===== config.mk =====
export PLATFORM = sky130hd
export DESIGN_NAME = ica_final
export DESIGN_NICKNAME = d
export VERILOG_FILES = /design/src/rtl/core/ica_pkg.sv /design/src/rtl/core/ica_final.sv
export SDC_FILE = /design/constraint.sdc
export NUM_CORES = 1
export LEC_CHECK = 0
export BUFFER_PORTS_ARGS = -buffer_cell sky130_fd_sc_hd__buf_2
export CAP_MARGIN = 5
export CORE_AREA = 8 8 150 152
export CTS_CLUSTER_SIZE = 8
export DETAILED_ROUTE_END_ITERATION = 8
export DIE_AREA = 0 0 158 160
export GPL_TIMING_DRIVEN = 0
export HOLD_SLACK_MARGIN = 0.03
export PLACE_DENSITY_LB_ADDON = 0.08
export SYNTH_ARGS = -nofsm -noshare
export SYNTH_HDL_FRONTEND = slang
export SYNTH_SLANG_ARGS = --single-unit

===== constraint.sdc =====
create_clock -name clk -period 2.51 [get_ports clk]
set_clock_uncertainty 0.2 [all_clocks]
set_input_delay 0.502 -clock clk [delete_from_list [all_inputs] [get_ports clk]]
set_output_delay 0.502 -clock clk [all_outputs]
set_load 0.01 [all_outputs]

===== src/rtl/core/ica_pkg.sv =====
// shared types and constants for the integer calculator alu
// no dependencies; imported by every module of the block
package ica_pkg;

  localparam int DW = 32;
  localparam int CMD_W = 3;
  localparam int ST_W = 3;

  typedef enum logic [CMD_W-1:0] {
    CMD_ADD  = 3'd0,
    CMD_SUB  = 3'd1,
    CMD_MUL  = 3'd2,
    CMD_DIV  = 3'd3,
    CMD_POW  = 3'd4,
    CMD_SQRT = 3'd5,
    CMD_RECP = 3'd6,
    CMD_BAD  = 3'd7
  } cmd_t;

  typedef enum logic [ST_W-1:0] {
    ST_OK      = 3'd0,
    ST_DIV0    = 3'd1,
    ST_NEGROOT = 3'd2,
    ST_BADCMD  = 3'd3,
    ST_SAT     = 3'd4
  } status_t;

  localparam logic [DW-1:0] W_HALF = {1'b1, {(DW-1){1'b0}}};
  localparam logic [DW-1:0] W_MAXP = {1'b0, {(DW-1){1'b1}}};
  localparam logic [DW-1:0] W_ONES = {DW{1'b1}};
  localparam logic [DW-1:0] W_ONE  = {{(DW-1){1'b0}}, 1'b1};

  // payload handed from cell to cell
  typedef struct packed {
    cmd_t            cmd;
    logic            early;
    logic [DW-1:0]   early_res;
    status_t         early_st;
    logic            q_neg;
    logic [DW:0]     div_rem;
    logic [DW-1:0]   div_den;
    logic [DW-1:0]   div_q;
    logic [2*DW-1:0] sq_rad;
    logic [DW+1:0]   sq_rem;
    logic [DW-1:0]   sq_root;
    logic [DW-1:0]   pw_p;
    logic [DW-1:0]   pw_m;
    logic [DW-1:0]   pw_e;
    logic            pw_sat;
    logic            pw_neg;
  } stage_t;

endpackage


===== src/rtl/core/ica_final.sv =====
// output stage: picks the result for the command and applies signs
// depends on ica_pkg
module ica_final (
  input  logic                     clk,
  input  logic                     rst,
  input  logic                     in_valid,
  input  ica_pkg::stage_t          in_stage,
  output logic                     done,
  output logic [ica_pkg::DW-1:0]   result,
  output logic [ica_pkg::ST_W-1:0] status
);
  import ica_pkg::*;

  logic [DW-1:0] res_next;
  status_t       st_next;

  always_comb begin
    res_next = in_stage.early_res;
    st_next = in_stage.early_st;
    if (!in_stage.early) begin
      st_next = ST_OK;
      unique case (in_stage.cmd)
        CMD_DIV: res_next = in_stage.q_neg ? (~in_stage.div_q + W_ONE) : in_stage.div_q;
        CMD_POW: begin
          if (in_stage.pw_sat) begin
            st_next = ST_SAT;
            res_next = in_stage.pw_neg ? W_HALF : W_MAXP;
          end else begin
            res_next = in_stage.pw_neg ? (~in_stage.pw_p + W_ONE) : in_stage.pw_p;
          end
        end
        // root of the radicand scaled by 2^DW carries DW/2 extra bits
        CMD_SQRT: res_next = {{(DW/2){1'b0}}, in_stage.sq_root[DW-1 -: DW/2]};
        default: res_next = '0;
      endcase
    end
  end

  always_ff @(posedge clk) begin
    if (rst) done <= 1'b0;
    else done <= in_valid;
  end

  always_ff @(posedge clk) begin
    result <= res_next;
    status <= st_next;
  end

endmodule


Word level (Yosys, flattened, before mapping)

Index checks and enable logic that the tools add are counted.

Add/subtract/negate cells: 2
Eq/ne operators: 3
Mux-type cells: 9
Bitwise gates (word level): 2

Operators with widths:

| operator                                                               | count |
|---|---|
| 32-bit two-way mux                                                     | 5 |
| 32-bit case mux with 3 select lines                                    | 1 |
| 32-bit by 1-bit adder with 32-bit output (second input constant)       | 2 |
| 32-bit NOT                                                             | 2 |
| 3-bit two-way mux                                                      | 3 |
| 3-bit equality test (second input constant)                            | 2 |
| 3-bit by 2-bit equality test with 1-bit output (second input constant) | 1 |

Register bits: 36
Input bits: 368

Longest topological paths before layout

Depth in word-level cells: 6
Depth in mapped cells: 8
Gate-level depth less buffers: 8

Least setup slack after synthesis

Ideal clock, no wire load.

Path kind: input-to-reg
Start: input port in_stage[238] (netlist name)
End: register result[18] (netlist name)
Library setup time: 0.127 ns
Data arrival time: 2.403 ns
Setup slack: -0.221 ns
Stages: 7
Cell sequence: or4_4 > or4_1 > buf_2 > or4_4 > o31ai_4 > xor2_1 > o21ai_1

Cells in the longest elaborated chain, start to end: 5

Ends and longest elaborated chain:

| item                                     | RTL line        | source |
|---|---|---|
| start, declared                          | ica_final.sv:7  | `input ica_pkg::stage_t in_stage,` |
| 32-bit NOT                               | ica_final.sv:23 | `CMD_DIV: res_next = in_stage.q_neg ? (~in_stage.div_q + W_ONE) : in_stage.div_q;` |
| 32-bit by 1-bit adder with 32-bit output | ica_final.sv:23 |  |
| 32-bit two-way mux                       | ica_final.sv:23 |  |
| 32-bit case mux with 3 select lines      | ica_final.sv:22 | `unique case (in_stage.cmd)` |
| 32-bit two-way mux                       | ica_final.sv:20 | `if (!in_stage.early) begin` |
| net res_next[18]                         | ica_final.sv:14 | `logic [DW-1:0] res_next;` |
| end signal, assigned                     | ica_final.sv:45 | `result <= res_next;` |
| end, declared                            | ica_final.sv:9  | `output logic [ica_pkg::DW-1:0] result,` |

The timed path passes the listed nets, and every way through them passes these cells.
A chain may end at the register's enable or synchronous reset.

Final worst setup path

Start: input port in_stage[236] (netlist name)
End: register result[18] (netlist name)

Same word-level chain as after synthesis.

==> metrics.yaml <==
outcome: "finished, violations left"
violations: "negative setup slack"
wirelength_mm: 20.8
seqCellArea_um2: 721
drv_cap: 0
slew_viol_final: 0
antenna_left: 0
required_ps: 2470
synth_mux_area_share_pct: 3.10
path_class: "in -> reg"
synth_nets: 813
vias: 4370
gp_congestion: 0.825
synthCells: 443
layout_min_cycle_time_ps: 2630
die_h_um: 160
utilization_pct: 26.0
post-place-ws_ps: -1170
ctsHtreeMaxLevel: 2
fill_cells: 2318
place_hpwl_mm: 17.1
synth.distinct_cells: 58
viasPerCell: 4.84
cts_root_buf: "clkbuf_16"
instances_no_fill: 902
die_x_um: 158
synth-edff-count: 0
finalCritPeriodShare_pct: 105
yosys.area_share.xor_xnor_pct: 10.5
cp_data_arrival_time_ps: 2580
avgRoutedWirePerCell_um: 23.0
overflow: 0
vdd_drop_max_uv: 225
coreArea_um2: 20000
grt_max_degree: 12
rsz0062_at_grt: "yes"
synthFlopType: "dfxtp_1"
tritoncts: "done"
clk_path_buf_depth: 2
max_freq_mhz: 380
worst_pin_slew_ps: 749
syn_area_um2: 3270
grt_use_total_pct: 16.0
async_flop_share_pct: 0
grt_pass1_wl_mm: 30.0
numPortBuffers: 159
multi_input_area_um2: 2750
startpoint_type: "input pin"
cts.clk_slew.worst_paths_ps: 60
holdBufCountCts: 0
holdCritPathClass: "in -> reg"
cts_buffers: 5
whs_ps: 167
synthAdderAreaFrac_pct: 0.766
first_pass_iters: 5
synth-simple-area-share_pct: 25.6
worstSetupEndpointType: "flip-flop"
fin_ws_ps: -119
setup_viol: 5
p_per_area_nw_per_um2: 393
dp.cells: 872
grt_pass1_vias: 4510
syn2layout_area_growth_pct: 59.7
drive_gt1_share_pct: 42.1
ys_ff_latch: 36
start_util_pct: 16.3
ys_seq_area_share_pct: 22.1
io_pins: 404
min_path_cells: 2
drc: 0
antenna_found_initial: 10
drt_iter0_drc: 250
fp-row-count: 52
syn_avg_cell_area_um2: 7.37
leakage_nw: 2.06
hold_violations: 0
synth-compound-area-share_pct: 33.0
timing.slew.headroom_pct: 50.1
synth_top_family_by_area: "compound AO/OA/AOI/OAI gates"
nets: 998
die_area_um2: 25300
yosysWarnings: 0
clkSinkCount: 36
cp_max_fo: 6
cell usage after synthesis, types with 9 or more instances:
master	n	area, um^2
xor2_1	12	105
inv_1	10	37.5
a21oi_1	19	95.1
dfxtp_1	36	721
mux2i_1	9	90.1
o21ai_0	50	250
o41ai_1	12	105
a22oi_1	12	90.1
nor4_1	12	75.1
nor3_1	11	55.1
o31ai_1	12	90.1
or3_1	11	68.8
nand2_1	44	165
xnor2_1	27	236
nor2_1	38	143
clkbuf_1	18	67.6
routing by layer:
metal	track usage, %	vias to the layer above	wire length, um
li1	-	2078	-
met1	21.6	2073	9670
met2	23.0	170	8520
met3	7.42	33	2220
met4	2.66	16	268
met5	0	-	91
per-stage QoR:
stage          setup TNS, ps  area (um^2)  total power (W)
2_1_floorplan           -415         3320         0.000919
3_3_place_gp          -14300         4450          0.00126
3_5_place_dp          -14590         4450          0.00126
4_1_cts                 -325         4930          0.00205
5_1_grt                 -713         5210          0.00216
6_report                -191         5220          0.00205
flip-flops by register name, indices dropped and copies added, names as in the netlist:
register and count:
done 1, result 32, status 3
area by class of cell:
type | instances | area share [%]
well taps | 270 | 6.48
diodes | 3 | 0.144
flip-flops and latches | 36 | 13.8
plain buffers | 22 | 2.28
clock inverters | 2 | 0.672
inverters | 12 | 0.983
multi-input cells | 370 | 52.7
repair buffers | 181 | 20.4
clock buffers | 6 | 2.47
worst max-delay path: stages:
cell     delay (ps)
buf_8           100
or4_4           580
or4_4           520
or4_4           470
o31ai_4         180
xor2_1          160
o21ai_1          70
cell usage in the layout (no fill, tap or decap), types with 4 or more instances in the layout:
master     instances
or4_1              4
a22oi_1           11
buf_4             19
or3_1              8
clkbuf_16          5
o21ai_1           12
mux2i_1            9
o311ai_0           4
buf_2            150
nor4_1             6
nor4_4             4
clkbuf_1          15
a21oi_1           15
nand2b_1           7
o211ai_1           6
o41ai_2            5
nand2_1           43
nand4_1            7
dfxtp_1           36
o31ai_2            5
o21ai_0           36
buf_6              9
nor3_1             7
or4_4              6
o31ai_1            7
nand3_1            7
xnor2_1           25
nor2_2             6
xor2_1            12
nor2_1            31
o41ai_1            7
buf_8              4
inv_1              8
kinds of logic after synthesis:
family / count (synthesis)
AOI/OAI and AO/OA: 156
xor gates and xnor gates: 39
adders and majority gates: 2
buffers and inverters: 37
DFF: 36
muxes: 10
and+or+nand+nor: 163
where the power goes:
group	internal, W	switching (W)
clock network	0.000468	0.000275
registers	0.000617	0.0000148
logic	0.000273	0.000403
total	0.00136	0.000692
final timing paths:
path                 startpoint          to
setup / recovery  in_stage[236]  result[18]
hold / removal              rst        done
repair_timing:
action	in CTS	in global routing
hold endpoints to repair	0	0
endpoints found under the setup margin	24	24
buffers inserted	9	12
cloned	1	0
gates resized for setup	54	47
pin swaps	12	17
Note: power is estimated with default switching activity, not from simulation.
