[config.mk]
export PLATFORM = sky130hd
export DESIGN_NAME = ica_cell
export DESIGN_NICKNAME = d
export VERILOG_FILES = /design/src/rtl/core/ica_pkg.sv /design/src/rtl/core/ica_cell.sv
export SDC_FILE = /design/constraint.sdc
export NUM_CORES = 2
export LEC_CHECK = 0
export ABC_AREA = 1
export BUFFER_PORTS_ARGS = -buffer_cell sky130_fd_sc_hd__buf_2
export CAP_MARGIN = 5
export CORE_UTILIZATION = 24
export CTS_CLUSTER_DIAMETER = 60
export DETAILED_ROUTE_END_ITERATION = 8
export GPL_TIMING_DRIVEN = 0
export PLACE_DENSITY_LB_ADDON = 0.12
export SLEW_MARGIN = 25
export SYNTH_ARGS = -nofsm -noshare
export SYNTH_HDL_FRONTEND = slang
export SYNTH_SLANG_ARGS = --single-unit
[constraint.sdc]
create_clock -name clk -period 13.6 [get_ports clk]
set_input_delay 0 -clock clk [delete_from_list [all_inputs] [get_ports clk]]
set_output_delay 0 -clock clk [all_outputs]
set_load 0.02 [all_outputs]
[src/rtl/core/ica_pkg.sv]
// shared types and constants for the integer calculator alu
// no dependencies; imported by every module of the block
package ica_pkg;

  localparam int DW = 32;
  localparam int CMD_W = 3;
  localparam int ST_W = 3;

  typedef enum logic [CMD_W-1:0] {
    CMD_ADD  = 3'd0,
    CMD_SUB  = 3'd1,
    CMD_MUL  = 3'd2,
    CMD_DIV  = 3'd3,
    CMD_POW  = 3'd4,
    CMD_SQRT = 3'd5,
    CMD_RECP = 3'd6,
    CMD_BAD  = 3'd7
  } cmd_t;

  typedef enum logic [ST_W-1:0] {
    ST_OK      = 3'd0,
    ST_DIV0    = 3'd1,
    ST_NEGROOT = 3'd2,
    ST_BADCMD  = 3'd3,
    ST_SAT     = 3'd4
  } status_t;

  localparam logic [DW-1:0] W_HALF = {1'b1, {(DW-1){1'b0}}};
  localparam logic [DW-1:0] W_MAXP = {1'b0, {(DW-1){1'b1}}};
  localparam logic [DW-1:0] W_ONES = {DW{1'b1}};
  localparam logic [DW-1:0] W_ONE  = {{(DW-1){1'b0}}, 1'b1};

  // payload handed from cell to cell
  typedef struct packed {
    cmd_t            cmd;
    logic            early;
    logic [DW-1:0]   early_res;
    status_t         early_st;
    logic            q_neg;
    logic [DW:0]     div_rem;
    logic [DW-1:0]   div_den;
    logic [DW-1:0]   div_q;
    logic [2*DW-1:0] sq_rad;
    logic [DW+1:0]   sq_rem;
    logic [DW-1:0]   sq_root;
    logic [DW-1:0]   pw_p;
    logic [DW-1:0]   pw_m;
    logic [DW-1:0]   pw_e;
    logic            pw_sat;
    logic            pw_neg;
  } stage_t;

endpackage

[src/rtl/core/ica_cell.sv]
// one cell of the chain: one quotient bit, one root bit and one power factor
// per cell, registered toward the next cell; depends on ica_pkg
module ica_cell (
  input  logic            clk,
  input  logic            rst,
  input  logic            in_valid,
  input  ica_pkg::stage_t in_stage,
  output logic            out_valid,
  output ica_pkg::stage_t out_stage
);
  import ica_pkg::*;

  stage_t          stage_next;
  logic [DW:0]     rem_sh;
  logic [DW+1:0]   sq_sh;
  logic [DW+1:0]   sq_trial;
  logic [2*DW-1:0] prod;
  logic [2*DW-1:0] limit;

  always_comb begin
    stage_next = in_stage;

    // restoring division step
    rem_sh = {in_stage.div_rem[DW-1:0], in_stage.div_q[DW-1]};
    if (rem_sh >= {1'b0, in_stage.div_den}) begin
      stage_next.div_rem = rem_sh - {1'b0, in_stage.div_den};
      stage_next.div_q = {in_stage.div_q[DW-2:0], 1'b1};
    end else begin
      stage_next.div_rem = rem_sh;
      stage_next.div_q = {in_stage.div_q[DW-2:0], 1'b0};
    end

    // digit-by-digit root, two radicand bits per cell
    sq_sh = {in_stage.sq_rem[DW-1:0], in_stage.sq_rad[2*DW-1 -: 2]};
    sq_trial = {in_stage.sq_root, 2'b01};
    stage_next.sq_rad = {in_stage.sq_rad[2*DW-3:0], 2'b00};
    if (sq_sh >= sq_trial) begin
      stage_next.sq_rem = sq_sh - sq_trial;
      stage_next.sq_root = {in_stage.sq_root[DW-2:0], 1'b1};
    end else begin
      stage_next.sq_rem = sq_sh;
      stage_next.sq_root = {in_stage.sq_root[DW-2:0], 1'b0};
    end

    // one factor of the power while exponent remains
    prod = {{DW{1'b0}}, in_stage.pw_p} * {{DW{1'b0}}, in_stage.pw_m};
    limit = {{DW{1'b0}}, (in_stage.pw_neg ? W_HALF : W_MAXP)};
    if (in_stage.pw_e != '0 && !in_stage.pw_sat) begin
      stage_next.pw_e = in_stage.pw_e - W_ONE;
      if (prod > limit) stage_next.pw_sat = 1'b1;
      else stage_next.pw_p = prod[DW-1:0];
    end
  end

  always_ff @(posedge clk) begin
    if (rst) out_valid <= 1'b0;
    else out_valid <= in_valid;
  end

  always_ff @(posedge clk) begin
    out_stage <= stage_next;
  end

endmodule

* Word-level counts from Yosys, hierarchy flattened *
Index checks and enable logic that the tools add are counted.

operators by class
  add/subtract/negate cells = 3
  $mul = 1
  $lt $le $gt $ge = 3
  mux-type cells = 8
  reductions and logical operators = 3

operators by type and width
  operator                 number
  $mux W32                 3
  $mux W33                 2
  $mux W66                 1
  $gt A64 B32 Y1           1
  $mul A32 B32 Y64         1
  $ge A34 B34 Y1           1
  $sub A34 B34 Y34         1
  $ge A33 B32 Y1           1
  $sub A33 B32 Y33         1
  $reduce_bool A32 Y1      1
  $sub A32 B1 Y32 const B  1
  $mux W1                  2
  $logic_and A1 B1 Y1      1
  $logic_not A1 Y1         1

word-level totals
  register bits after elaboration = 364
  bits of input ports = 368
  output and inout port bits = 366

* Depth between registers and ports, before layout *
  depth after elaboration = 4
  gate-level depth with buffers = 45
  gate-level depth less buffers = 42

* Worst setup path before layout *
No wires, ideal clock.

  path type = input-to-reg
  start point = in in_stage[90] (netlist bit)
  end point = reg out_stage[77] (netlist bit)
  library setup time = 113 ps
  arrival time = 7309 ps
  required time = 13487 ps
  setup slack = 6178 ps
  stages = 39
  path buffers = 3
  cells stage by stage = clkbuf_1 clkbuf_1 nand2_1 fa_1 inv_1 fa_1 inv_1 fa_1 fa_1 inv_1 fa_1 fa_1 fa_1 fa_1 ha_1 nand2_1 nor2_1 inv_1 (+3 left out) nand2_1 nand2_1 xor2_1 ha_1 nand2_1 nor2_1 nand4_1 nor3_1 nand4_1 nand2_1 nand3_1 nor2_1 nand3_1 nor2_4 nand3_4 buf_6 nand2_1 nand2_1

RTL lines
  element                 line            text
  start: declaration      ica_cell.sv:7   input ica_pkg::stage_t in_stage,
  end signal: assignment  ica_cell.sv:61  out_stage <= stage_next;
  end: declaration        ica_cell.sv:9   output ica_pkg::stage_t out_stage

==> run metrics <==
crit path time final 11.17 ns; Starting Density 24.26%; CTS Buffer Depth 3; Clk pin slew, worst setup/hold paths 0.06 ns; die width 457.7 um; main combinational cell family by area after synthesis adder cells; Worst EP required 13.93 ns; RSZ-0062 raised after global routing false; crit-path max FO 12; I/O pins 734; critical path arrival 11.50 ns; CTS buffer count 49; Post-Synthesis Cells 6,519; normalized max-slew margin 21.99%; hold crit path type input port to flip-flop; Synth Area in XOR/XNOR 1.915%; Final WS setup 2.427 ns; Vias/cell 4.307; critical path endpoint category flip-flop; sequential fraction of the synthesis area 14.62%; Rows 166; Slew @ Worst Pin 1.170 ns; Die ar. 209,500 sq um; Synth Area in Compound Gates 3.467%; GPL Wtd Cong 0.9231; multiplexer area fraction after synthesis 0%; global route overflow 0; dpl ws 2.315 ns; Vias 45,683; DR pass1 iterations 6; final instance area 64,280 sq um; Final HPWL DP 205.4 mm; syn_area_per_cell 7.645 sq um; CTS tree built; Adder-Cell Fraction of Synth Area 45.14%; WHS 0.02321 ns; fin crit share 82.16%; vias in the first global route 47,134; setup TNS 0 ns; Syn. warnings 0; HP Start in_stage[260]; share of cells above drive strength 1 11.12%; cell area after synthesis 49,840 sq um; Final Hold Viols 0; initial antenna violation count 31; maximum clock frequency 89.50 MHz; Die Y 457.7 um; WL final 240.8 mm; Synth cell types 49; PortBufs 696; antenna-violating nets left 0; post_cts resized 0; critical path capture point out_stage[87]; core footprint 205,400 sq um; # hold bufs at CTS 562; commonest non-fill, non-tap cells in the layout nand2_1 (1,872), inv_1 (1,817), fa_1 (897); routed len/inst 22.70 um; largest net degree at the start of global routing 33; status completed; Worst setup SP type input port; first-pass GRT wire length 341.3 mm; CP peak stage delay 0.88 ns; postcts setup bufs 0; CP Launch Point in_stage[73]; # DRC 0; area grow syn2layout 28.97%; final net count 9,458; placed inst area 56,770 sq um; most common cell after layout, fill and taps aside nand2_1; Max stage delay cell, worst path clkbuf_1; clock sink total 364; # setup viols final 0; Clock Tree Root clkbuf_16; Crit Path Category input port to flip-flop; max cap viols 0; CTS H-tree lvls 2; most frequent CP cell nand2_1; count of state elements after synthesis 364; Post-Synth Simple-Gate Area 19.03%; max-slew violations 0; initial drt markers 2,807; Tot GR Track Use 22.83%
-- area by class of cell --
cell class | count | area [sq um]
antenna | 51 | 127.6
buffer | 256 | 1072
clock buffer | 63 | 1349
clock inverter | 25 | 402.9
fill | 22260 | 141100
inverter | 1828 | 6862
multi-input combinational | 4072 | 34680
sequential | 364 | 7287
tap | 2688 | 3363
timing repair buffer | 1259 | 9136
-- cells in the mapped netlist, drive strengths merged --
cell	n	area, sq um
inv	1826	6854
a2111oi	1	8.760
nand4	60	375.4
o21a	8	60.06
dfxtp	364	7287
a221oi	4	35.03
nand2b	1	8.760
a21o	7	52.55
o31ai	1	7.510
ha	363	4542
o211ai	5	37.54
and2	3	18.77
clkbuf	230	863.3
a31oi	12	75.07
a21oi	174	878.4
buf	26	155.2
clkinv	2	7.510
or2	2	12.52
nand3b	15	112.6
nor4	10	62.56
o21bai	12	90.09
xor2	74	648.1
o2111ai	2	17.52
o21ai	76	380.4
nor2	275	1080
nand2	1873	7033
conb	1	3.750
a21boi	5	37.54
xnor2	35	306.5
nor3	31	165.2
a211oi	4	30.03
o221ai	2	17.52
fa	897	17960
nand3	118	618.1
-- logic make-up (layout without fill, tap and decap cells) --
| kind of cell | count (synthesis) | in the layout |
|---|---|---|
| AND/OR/NAND/NOR | 2388 | 2388 |
| buffers and inverters | 2084 | 3431 |
| AO/OA/AOI/OAI | 313 | 313 |
| adder cells (fa/ha/maj) | 1260 | 1260 |
| other | 1 | 53 |
| flip-flops | 364 | 364 |
| XOR/XNOR | 109 | 109 |
-- state kept, by name (all words and copies together) (netlist names) --
register   count
out_stage    363
out_valid      1
-- through the flow --
step	util, %	std cells
2_1_floorplan	-	6520
3_3_place_gp	27.60	9904
3_5_place_dp	27.63	9905
4_1_cts	31.23	10555
5_1_grt	31.28	10597
6_report	31.29	10606
-- routing by layer --
layer  part of all wire [%]  global-route usage [%]  vias up
li1                       -                       -    21303
met1                     42                   28.87    22847
met2                     49                   40.24     1303
met3                    4.6                   2.485      228
met4                    4.0                   7.407        2
met5                 0.0054                       0        -
-- how the worst min path moves through the flow --
stage / endpoint / slack, ns / cells after the start
4_1_cts: out_stage[172] / 0.001 / 2
3_3_place_gp: out_stage[230] / 0.10 / 1
5_1_grt: out_stage[227] / 0.005 / 2
2_1_floorplan: out_stage[0] / 0.03 / 0
6_report: out_stage[260] / 0.02 / 2
3_5_place_dp: out_stage[247] / 0.10 / 1
-- critical path, delay by kind of cell --
kind	cells	cell delay, ns
xor gates and xnor gates	1	0.14
adders and majority gates	10	4.89
buffers and inverters	9	2.63
and+or+nand+nor	20	3.78
Power is left out: the tool's default activity adds up to more than one toggle a clock period on the data nets, which glitch-free logic cannot reach.
